### src/hw/rtl/lot_pkg.sv
// Shared constants, types and helpers for the LRU order tracker.
package lot_pkg;

  // Number of key cells in the recency chain.
  localparam int ENTRIES  = 16;
  // Stored key width; input keys are sign-extended or truncated to it.
  localparam int KEY_BITS = 32;
  // Port widths fixed by the interface.
  localparam int IN_KEY_W = 32;
  localparam int OCC_W    = 5;
  // Internal widths derived from the depth.
  localparam int CNT_W    = $clog2(ENTRIES + 1);
  localparam int IDX_W    = $clog2(ENTRIES);

  typedef logic [KEY_BITS-1:0] key_t;
  typedef logic [CNT_W-1:0]    cnt_t;
  typedef logic [IDX_W-1:0]    idx_t;

  // Operation codes carried with each input word.
  typedef enum logic [1:0] {
    OP_INSERT = 2'd0,
    OP_EVICT  = 2'd1,
    OP_ACCESS = 2'd2,
    OP_PROBE  = 2'd3
  } opcode_t;

  // Per-cell control from the top level.
  typedef struct packed {
    logic shift;     // load the key from the more recent neighbor
    logic occupied;  // this cell lies below the held count
  } cell_ctl_t;

  // Bring a 32-bit signed input key to the stored key width.
  function automatic key_t widen_key(input logic signed [IN_KEY_W-1:0] raw);
    widen_key = KEY_BITS'(raw);
  endfunction

endpackage

### src/hw/rtl/lru_order_tracker.sv
// Top level of the LRU order tracker: a chain of key cells and the list control.
//
// Keeps up to 16 keys in recency order, most recent in cell 0. Each input
// word carries an opcode and a key: insert pushes the key at the recent
// end (refused with ok=0 when full), evict pops the least recent key and
// returns it in evicted_key (ok=0 when empty), access moves the first
// matching key to the recent end, and probe only reports a match.
// Every input word yields exactly one output word with ok, evicted_key and
// the occupancy after the operation.
// Both channels use valid/ready. A word is handled in the cycle it is
// accepted: all cells compare against the key in parallel, a priority
// chain through the cells picks the first match, and the cells shift in
// the same edge. The result appears in the output register in the cycle
// after acceptance; one word per cycle is sustained while the receiver
// takes results. When the receiver stalls, the held result stays and
// in_ready drops until it is taken. Reset empties the list and drops
// out_valid; the result fields and the cell contents are not cleared.
module lru_order_tracker (
  input  logic                          clk,
  input  logic                          rst,
  input  logic                          in_valid,
  output logic                          in_ready,
  input  logic [1:0]                    opcode,
  input  logic signed [lot_pkg::IN_KEY_W-1:0] key,
  output logic                          out_valid,
  input  logic                          out_ready,
  output logic                          ok,
  output logic signed [lot_pkg::IN_KEY_W-1:0] evicted_key,
  output logic [lot_pkg::OCC_W-1:0]     occupancy
);
  import lot_pkg::*;

  cnt_t      count;
  cnt_t      count_next;
  key_t      key_in;
  key_t      cell_key [ENTRIES];
  logic      found [ENTRIES+1];
  cell_ctl_t ctl [ENTRIES];
  logic      take;
  logic      full;
  logic      empty;
  logic      hit;
  logic      shift_all;
  logic      shift_hit;
  logic      ok_next;
  logic signed [IN_KEY_W-1:0] ev_next;
  idx_t      tail;
  opcode_t   op;

  assign key_in   = widen_key(key);
  assign op       = opcode_t'(opcode);
  assign in_ready = !out_valid || out_ready;
  assign take     = in_valid && in_ready;
  assign full     = (count == CNT_W'(ENTRIES));
  assign empty    = (count == '0);
  assign hit      = found[ENTRIES];
  assign tail     = IDX_W'(count - 1'b1);
  assign found[0] = 1'b0;

  // The chain of cells; cell 0 takes the incoming key.
  for (genvar i = 0; i < ENTRIES; i++) begin : g_cell
    always_comb begin
      ctl[i].occupied = (CNT_W'(i) < count);
      ctl[i].shift    = take && (shift_all || (shift_hit && !found[i]));
    end

    if (i == 0) begin : g_head
      lot_cell u_cell (
        .clk      (clk),
        .ctl      (ctl[i]),
        .key_left (key_in),
        .key_cmp  (key_in),
        .found_in (found[i]),
        .key_q    (cell_key[i]),
        .found_out(found[i+1])
      );
    end else begin : g_body
      lot_cell u_cell (
        .clk      (clk),
        .ctl      (ctl[i]),
        .key_left (cell_key[i-1]),
        .key_cmp  (key_in),
        .found_in (found[i]),
        .key_q    (cell_key[i]),
        .found_out(found[i+1])
      );
    end
  end

  // Decode the operation into shift controls, count update and result.
  always_comb begin
    shift_all  = 1'b0;
    shift_hit  = 1'b0;
    ok_next    = 1'b0;
    ev_next    = '0;
    count_next = count;
    unique case (op)
      OP_INSERT: begin
        if (!full) begin
          shift_all  = 1'b1;
          ok_next    = 1'b1;
          count_next = count + 1'b1;
        end
      end
      OP_EVICT: begin
        if (!empty) begin
          ok_next    = 1'b1;
          ev_next    = IN_KEY_W'(cell_key[tail]);
          count_next = count - 1'b1;
        end
      end
      OP_ACCESS: begin
        shift_hit = hit;
        ok_next   = hit;
      end
      OP_PROBE: begin
        ok_next = hit;
      end
      default: begin
        ok_next = 1'b0;
      end
    endcase
  end

  // Held count.
  always_ff @(posedge clk) begin
    if (rst) begin
      count <= '0;
    end else if (take) begin
      count <= count_next;
    end
  end

  // Output register.
  always_ff @(posedge clk) begin
    if (rst) begin
      out_valid <= 1'b0;
    end else if (take) begin
      out_valid <= 1'b1;
    end else if (out_ready) begin
      out_valid <= 1'b0;
    end
  end

  always_ff @(posedge clk) begin
    if (take) begin
      ok          <= ok_next;
      evicted_key <= ev_next;
      occupancy   <= OCC_W'(count_next);
    end
  end

endmodule

### src/hw/rtl/lot_cell.sv
// One cell of the recency chain: a key register, its comparator and the match chain link.
module lot_cell (
  input  logic               clk,
  input  lot_pkg::cell_ctl_t ctl,
  input  lot_pkg::key_t      key_left,
  input  lot_pkg::key_t      key_cmp,
  input  logic               found_in,
  output lot_pkg::key_t      key_q,
  output logic               found_out
);
  import lot_pkg::*;

  key_t slot;

  // Shift the neighbor's key in when told to.
  always_ff @(posedge clk) begin
    if (ctl.shift) begin
      slot <= key_left;
    end
  end

  // Extend the match chain: found_out is high when this or any more recent cell matches.
  always_comb begin
    found_out = found_in | (ctl.occupied & (slot == key_cmp));
  end

  assign key_q = slot;

endmodule

### config.mk
export PLATFORM = sky130hd
export DESIGN_NAME = lru_order_tracker
export DESIGN_NICKNAME = d
export VERILOG_FILES = /design/src/hw/rtl/lot_pkg.sv /design/src/hw/rtl/lru_order_tracker.sv /design/src/hw/rtl/lot_cell.sv
export SDC_FILE = /design/constraint.sdc
export NUM_CORES = 1
export LEC_CHECK = 0
export ABC_CLOCK_PERIOD_IN_PS = 8800
export BUFFER_PORTS_ARGS = -buffer_cell sky130_fd_sc_hd__buf_2
export CAP_MARGIN = 10
export CORE_AREA = 2 2 308 310
export DETAILED_ROUTE_END_ITERATION = 16
export DIE_AREA = 0 0 310 312
export PLACE_DENSITY = 0.51
export SLEW_MARGIN = 20
export SYNTH_ARGS = -nofsm -noshare
export SYNTH_HDL_FRONTEND = slang
export SYNTH_SLANG_ARGS = --single-unit
### constraint.sdc
create_clock -name clk -period 8.8 [get_ports clk]
set_input_delay 0.44 -clock clk [delete_from_list [all_inputs] [get_ports clk]]
set_output_delay 0.44 -clock clk [all_outputs]
set_load 0.02 [all_outputs]
==> results.tsv, run 1 <==
metric	value	unit
Reg power frac	0.446	
DR pass1 iterations	5	
Comb pwr share	0.130	
crit path cell chain	buf_4, inv_1, ha_4, buf_4, mux4_2, nor2b_1, a211oi_1, a211oi_1	
Die X	310	um
clock tree sinks	556	
CP Depth	8	
Multi-input gate area	10480	um^2
share of layout cells above drive strength 1	0.1954	
mapped cell area	27790	um^2
routed len/inst	29.47	um
crit path buf inv count	3	
commonest non-fill, non-tap cell in the layout	edfxtp_1	
clock skew	33.69	ps
Worst setup EP type	flip-flop	
Hold Buf Count CTS	0	
postcts setup bufs	0	
maximum root-to-sink buffer count	3	
Final ANT Viol Nets	0	
Relative slew margins	0.2361	
Core Area	93050	um^2
Yosys cell types	52	
Final Non-Filler Cells	3149	
internal cell power	5.101	mW
switch share	0.2618	
Synth-to-Final Area Change	14.51	%
Residual DRC	0	
cell count after synthesis	1782	
Post-synth EDFFs	550	
RSZ-0062 raised after global routing	false	
final WL	92.81	mm
FF+latch count, synth	556	
Final HPWL DP	70.41	mm
final worst path period need	5256	ps
vias	16300	
switching pwr	1.809	mW
sequential share of the synthesized area	0.5986	
achievable frequency	190.2	MHz
global-route usage over all layers	0.1907	
largest net degree at the start of global routing	67	
RR Startpoint	count[0]	
CTS tree	yes	
Yosys warning count	0	
CP startpoint kind	flip-flop	
Clk Tree Root Cell	clkbuf_16	
main flop type after synthesis	edfxtp_1	
met1 Use GR	0.2582	
delay-heaviest family, CP	buffers and inverters	
critical path type	reg -> reg	
slowest library cell on the worst path	ha_4	
Port Buffer Count	77	
crit-path max FO	66	
Clk pin slew, worst setup/hold paths	60	ps
antenna violations before repair	5	
syn_nets	1824	
r2r setup slk	3540	ps
fin nets	1884	
Skew-Pair Late Insertion Delay	610	ps
Post-Syn Area per Cell	15.60	um^2
grt ovf	0	
placed cell count	3023	
LEAKAGE	9.868	nW
gpl congestion	0.9640	
crit-path max cell delay	1050	ps
Final setup viols	0	
reg2reg end	evicted_key[26]	
Resized Gates After CTS	0	
CTS H-tree lvls	3	
worst path required time	9080	ps
Worst-Margin Slew	1143	ps
first-pass GRT wire length	129.8	mm
initial DRC count	1744	
Starting Density	0.2987	
crit share post-route	0.5973	
routed vias/inst	5.177	
Worst Hold Launch	in_valid	
GRT busiest layer	met2	
most frequent cells in the layout	edfxtp_1 (550), xor2_1 (292), xnor2_1 (223)	
vias in the first global route	17030	
Register Area	16640	um^2
Sum Neg Setup Slack	0	ps
outcome	finished, final reports clean	
Hold WC Path Type	in -> reg	
Cell Rows	112	
Ports	78	
PD cells	217.1	nW/um^2
Reg2Reg Depth	8	
filler cell count	9004	
grt met3 use	0.02570	
share of flip-flops with an asynchronous set or reset	0	
height of the chip	312	um
met2 Use GR	0.3058	
fin. max-slew vios	0	
Critical path origin	count[0]	
Max Cap Viol	0	
CP Capture Point	evicted_key[26]	
final hold vios	0	
CP arrival	5540	ps
total die area	96720	um^2
number of buffers created by CTS	68	
Clock Power Share	0.424	
Max VDD drop	0.1262	mV
area by class of cell:
class | instances | share of cell area
clock inverter | 40 | 0.01553
multi-input combinational | 1091 | 0.3294
antenna | 1 | 0.00007863
timing repair buffer | 113 | 0.02500
tap | 1254 | 0.04930
clock buffer | 82 | 0.05645
inverter | 12 | 0.001415
sequential | 556 | 0.5228
cells in the mapped netlist (2+ instances only):
library cell / n / area, um^2
nor2b_1: 33 / 206.5
o21ai_0: 8 / 40.04
clkbuf_1: 34 / 127.6
xor2_1: 292 / 2557
a41oi_1: 2 / 17.52
nor4_1: 79 / 494.2
inv_1: 11 / 41.29
nand3_1: 21 / 105.1
xnor2_1: 225 / 1971
or4_1: 2 / 15.01
nor3_1: 19 / 95.09
a21oi_1: 19 / 95.09
nor2_1: 20 / 75.07
buf_6: 10 / 112.6
nor4_2: 4 / 50.05
nand4_1: 69 / 431.7
buf_4: 50 / 375.4
nand2b_1: 7 / 43.79
buf_2: 29 / 145.1
and3_1: 2 / 12.51
dfxtp_1: 6 / 120.1
a21oi_2: 4 / 35.03
a31oi_1: 4 / 25.02
or3_1: 9 / 56.30
mux4_2: 128 / 2883
mux2i_1: 32 / 320.3
a211oi_1: 65 / 488.0
nor2_2: 5 / 31.28
ha_1: 4 / 50.05
nand2_1: 18 / 67.56
edfxtp_1: 550 / 16520
registers in the layout, summed over array words and instances (netlist names):
name / cells
g_cell.g_head.u_cell.key_q: 32
ok: 1
out_valid: 1
evicted_key: 32
count: 5
g_cell.g_body.u_cell.key_q: 480
occupancy: 5
kinds of logic after synthesis:
family          share of synthesized area
simple gates                      0.06276
fa+ha+maj                        0.001801
mux                                0.1152
flops                              0.5986
buf+inv                           0.02899
compound gates                    0.02971
xor+xnor                           0.1629
how the worst min path moves through the flow:
stage | to | slack, ps | depth (start not counted)
floorplan | g_cell[14].g_body.u_cell.key_q[0] | 470 | 0
global placement | g_cell[11].g_body.u_cell.key_q[6] | 470 | 0
detailed placement | g_cell[10].g_body.u_cell.key_q[14] | 480 | 0
CTS | out_valid | 80 | 3
global route | out_valid | 110 | 3
finish | out_valid | 100 | 3
per-layer routing:
layer / up-vias / routed length, um
met3: 152 / 5254
li1: 6979 / -
met1: 8532 / 39150
met5: - / 0
met4: 0 / 4606
met2: 639 / 43800
power groups by stage:
stage | registers, mW | clock network (mW) | logic [mW]
6_report | 3.08 | 2.93 | 0.898
2_1_floorplan | 3.12 | 0 | 0.564
4_1_cts | 3.08 | 2.97 | 0.894
3_5_place_dp | 3.14 | 0 | 0.892
3_3_place_gp | 3.13 | 0 | 0.886
5_1_grt | 3.09 | 3.06 | 0.939
tightest hold or removal path: cells and delay by family:
family	cells	cell delay (ps)
buffers and inverters	2	150
AOI/OAI and AO/OA	1	50
metrics by stage:
stage / worst slack, ps / hold slack, ps / util / total power [mW] / cell area (um^2)
finish: 3544 / 99.94 / 0.3420 / 6.909 / 31830
floorplan: 3645 / 465.1 / - / 3.679 / 27790
CTS: 3503 / 76.46 / 0.3411 / 6.946 / 31740
detailed placement: 3486 / 477.8 / 0.3165 / 4.027 / 29450
global placement: 3510 / 473.3 / 0.3153 / 4.019 / 29340
global route: 3240 / 111.7 / 0.3420 / 7.088 / 31820
Note: power is estimated with default switching activity, not from simulation.
==> run 2: changes to the inputs <==
--- a/config.mk
+++ b/config.mk
@@ -5,13 +5,13 @@
 export SDC_FILE = /design/constraint.sdc
 export NUM_CORES = 1
 export LEC_CHECK = 0
-export ABC_CLOCK_PERIOD_IN_PS = 8800
+export ABC_CLOCK_PERIOD_IN_PS = 4400
 export BUFFER_PORTS_ARGS = -buffer_cell sky130_fd_sc_hd__buf_2
 export CAP_MARGIN = 10
 export CORE_AREA = 2 2 308 310
 export DETAILED_ROUTE_END_ITERATION = 16
 export DIE_AREA = 0 0 310 312
-export PLACE_DENSITY = 0.51
+export PLACE_DENSITY = 0.53
 export SLEW_MARGIN = 20
 export SYNTH_ARGS = -nofsm -noshare
 export SYNTH_HDL_FRONTEND = slang
==> constraint.sdc (replaced) <==
create_clock -name clk -period 4.4 [get_ports clk]
set_input_delay 0.22 -clock clk [delete_from_list [all_inputs] [get_ports clk]]
set_output_delay 0.22 -clock clk [all_outputs]
set_load 0.02 [all_outputs]
==> results.tsv, run 2 (synthesis results as in run 1) <==
metric	value	unit	change
post-route worst setup slack	428.8	ps	-3115 ps
final worst path period need	3971	ps	-1285 ps
antenna violations before repair	2		-3
RR Startpoint	count[3]		
Hold WC Path Type	in -> reg		
grt ovf	0		unchanged
crit-path max FO	32		-52%
CP arrival	4330	ps	-1210 ps
clock tree sinks	556		unchanged
Max VDD drop	0.3428	mV	+170%
routed vias/inst	5.143		-0.65%
CTS H-tree lvls	2		-1
vias in the first global route	16860		-1.0%
Critical path origin	count[3]		
Final setup viols	0		unchanged
reg2reg end	g_cell[13].g_body.u_cell.key_q[2]		
Hold WS	44.58	ps	-55.37 ps
most frequent cells in the layout	edfxtp_1 (550), xor2_1 (292), xnor2_1 (223)		
first-pass GRT wire length	131.3	mm	+1.2%
clock skew	19.18	ps	-14.51 ps
Die X	310	um	unchanged
gpl congestion	0.9028		-6.3%
CP startpoint kind	flip-flop		
PD cells	408.3	nW/um^2	+88%
global-route usage over all layers	0.1945		+0.003761
CTS tree	yes		
height of the chip	312	um	unchanged
outcome	finished, final reports clean		
largest net degree at the start of global routing	97		+45%
vias	16390		+0.55%
Final HPWL DP	72.93	mm	+3.6%
Clk Tree Root Cell	clkbuf_16		
Clk pin slew, worst setup/hold paths	60	ps	about the same
Resized Gates After CTS	0		unchanged
share of layout cells above drive strength 1	0.2069		+0.01158
crit share post-route	0.9025		+0.3052
max FFs per register	480		unchanged
Reg2Reg Depth	8		unchanged
Worst setup EP type	flip-flop		
DR pass1 iterations	5		unchanged
worst path required time	4760	ps	-4320 ps
Ports	78		unchanged
design area	31940	um^2	+0.37%
fin. max-slew vios	0		unchanged
commonest non-fill, non-tap cell in the layout	edfxtp_1		
Final Non-Filler Cells	3187		+1.2%
LEAKAGE	9.947	nW	+0.81%
critical path type	reg -> reg		
fin nets	1924		+2.1%
n_diodes	0		-1
postcts setup bufs	0		unchanged
routed len/inst	29.66	um	+0.63%
dpl cell area	29940	um^2	+1.6%
Residual DRC	0		unchanged
RSZ-0062 raised after global routing	false		
CP Capture Point	g_cell[13].g_body.u_cell.key_q[2]		
Core Area	93050	um^2	unchanged
total die area	96720	um^2	unchanged
filler cell count	9035		+0.34%
achievable frequency	251.8	MHz	+32%
maximum root-to-sink buffer count	3		unchanged
DP Worst Slack	556.7	ps	-2929 ps
final hold vios	0		unchanged
number of buffers created by CTS	61		-10%
r2r setup slk	430	ps	-3110 ps
Starting Density	0.2987		unchanged
Cell Rows	112		unchanged
initial DRC count	1744		unchanged
Skew-Pair Late Insertion Delay	640	ps	+30 ps
Worst-Margin Slew	1151	ps	+7.419 ps
final WL	94.52	mm	+1.8%
Port Buffer Count	77		unchanged
Synth-to-Final Area Change	14.94	%	
Relative slew margins	0.2330		-0.003138
Final ANT Viol Nets	0		unchanged
post-layout util	0.3433		+0.001264
Max Cap Viol	0		unchanged
placed cell count	3064		+1.4%
==> run 2: changes by cell type in the layout (fill, tap and decap cells not counted), sizes merged <==
| cell | previous run | this run |
|---|---|---|
| inv | 16 | 13 |
| clkbuf | 82 | 69 |
| clkinv | 22 | 36 |
| diode | 1 | 0 |
| clkinvlp | 3 | 4 |
| dlygate4sd3 | 0 | 9 |
| buf | 113 | 151 |
| bufinv | 11 | 4 |
==> run 2: power by group <==
part | internal [mW] | leakage, nW | total (mW) | switching, mW
clock | 2.80 | 0.940 | 4.99 | 2.20
combinational | 0.695 | 3.90 | 1.90 | 1.20
sequential | 5.99 | 5.11 | 6.15 | 0.156
==> run 2: layout make-up <==
type                    instances  area [um^2]  area share
repair buffers                160         1281     0.04011
multi-input cells            1091        10490      0.3284
inverters                      12        45.04    0.001410
clock inverters                45        341.6     0.01069
flip-flops and latches        556        16640      0.5209
clock buffers                  69         1578     0.04939
well taps                    1254         1569     0.04912
==> run 2: worst min path at each step <==
stage / startpoint / endpoint / slack, ps / depth (start not counted)
3_3_place_gp: in_valid / out_valid / 470 / 3
4_1_cts: key[14] / g_cell[0].g_head.u_cell.key_q[14] / 5 / 1
5_1_grt: key[14] / g_cell[0].g_head.u_cell.key_q[14] / 30 / 1
6_report: key[14] / g_cell[0].g_head.u_cell.key_q[14] / 40 / 1
2_1_floorplan: rst / count[2] / 290 / 1
3_5_place_dp: in_valid / out_valid / 480 / 3
==> run 2: repair_timing <==
item	4_1_cts	5_1_grt
endpoints found under the setup margin	0	0
hold endpoints to repair	12	0
hold buffers	9	0
==> run 2: per-stage QoR <==
stage	setup TNS (ps)	power (mW)
6_report	0	13.04
3_5_place_dp	0	8.148
4_1_cts	0	13.12
3_3_place_gp	0	8.143
5_1_grt	0	13.42
2_1_floorplan	-48310	7.359
==> run 2: worst max-delay path, stage by stage, from the launching register on <==
cell,delay [ps]
dfxtp_1,490
nor2_1,850
or3_1,260
nor4_1,80
nor4_2,680
a41oi_2,230
nor2_1,680
nor3_2,130
buf_12,210
==> run 2: layer usage <==
layer | global-route usage | wire length (um) | vias to the layer above | share of wire
met4 | 0.06313 | 3283 | 2 | 0.035
li1 | - | - | 7056 | -
met5 | 0 | 17 | - | 0.00018
met2 | 0.3159 | 45040 | 601 | 0.48
met3 | 0.02204 | 4827 | 113 | 0.051
met1 | 0.2713 | 41350 | 8619 | 0.44
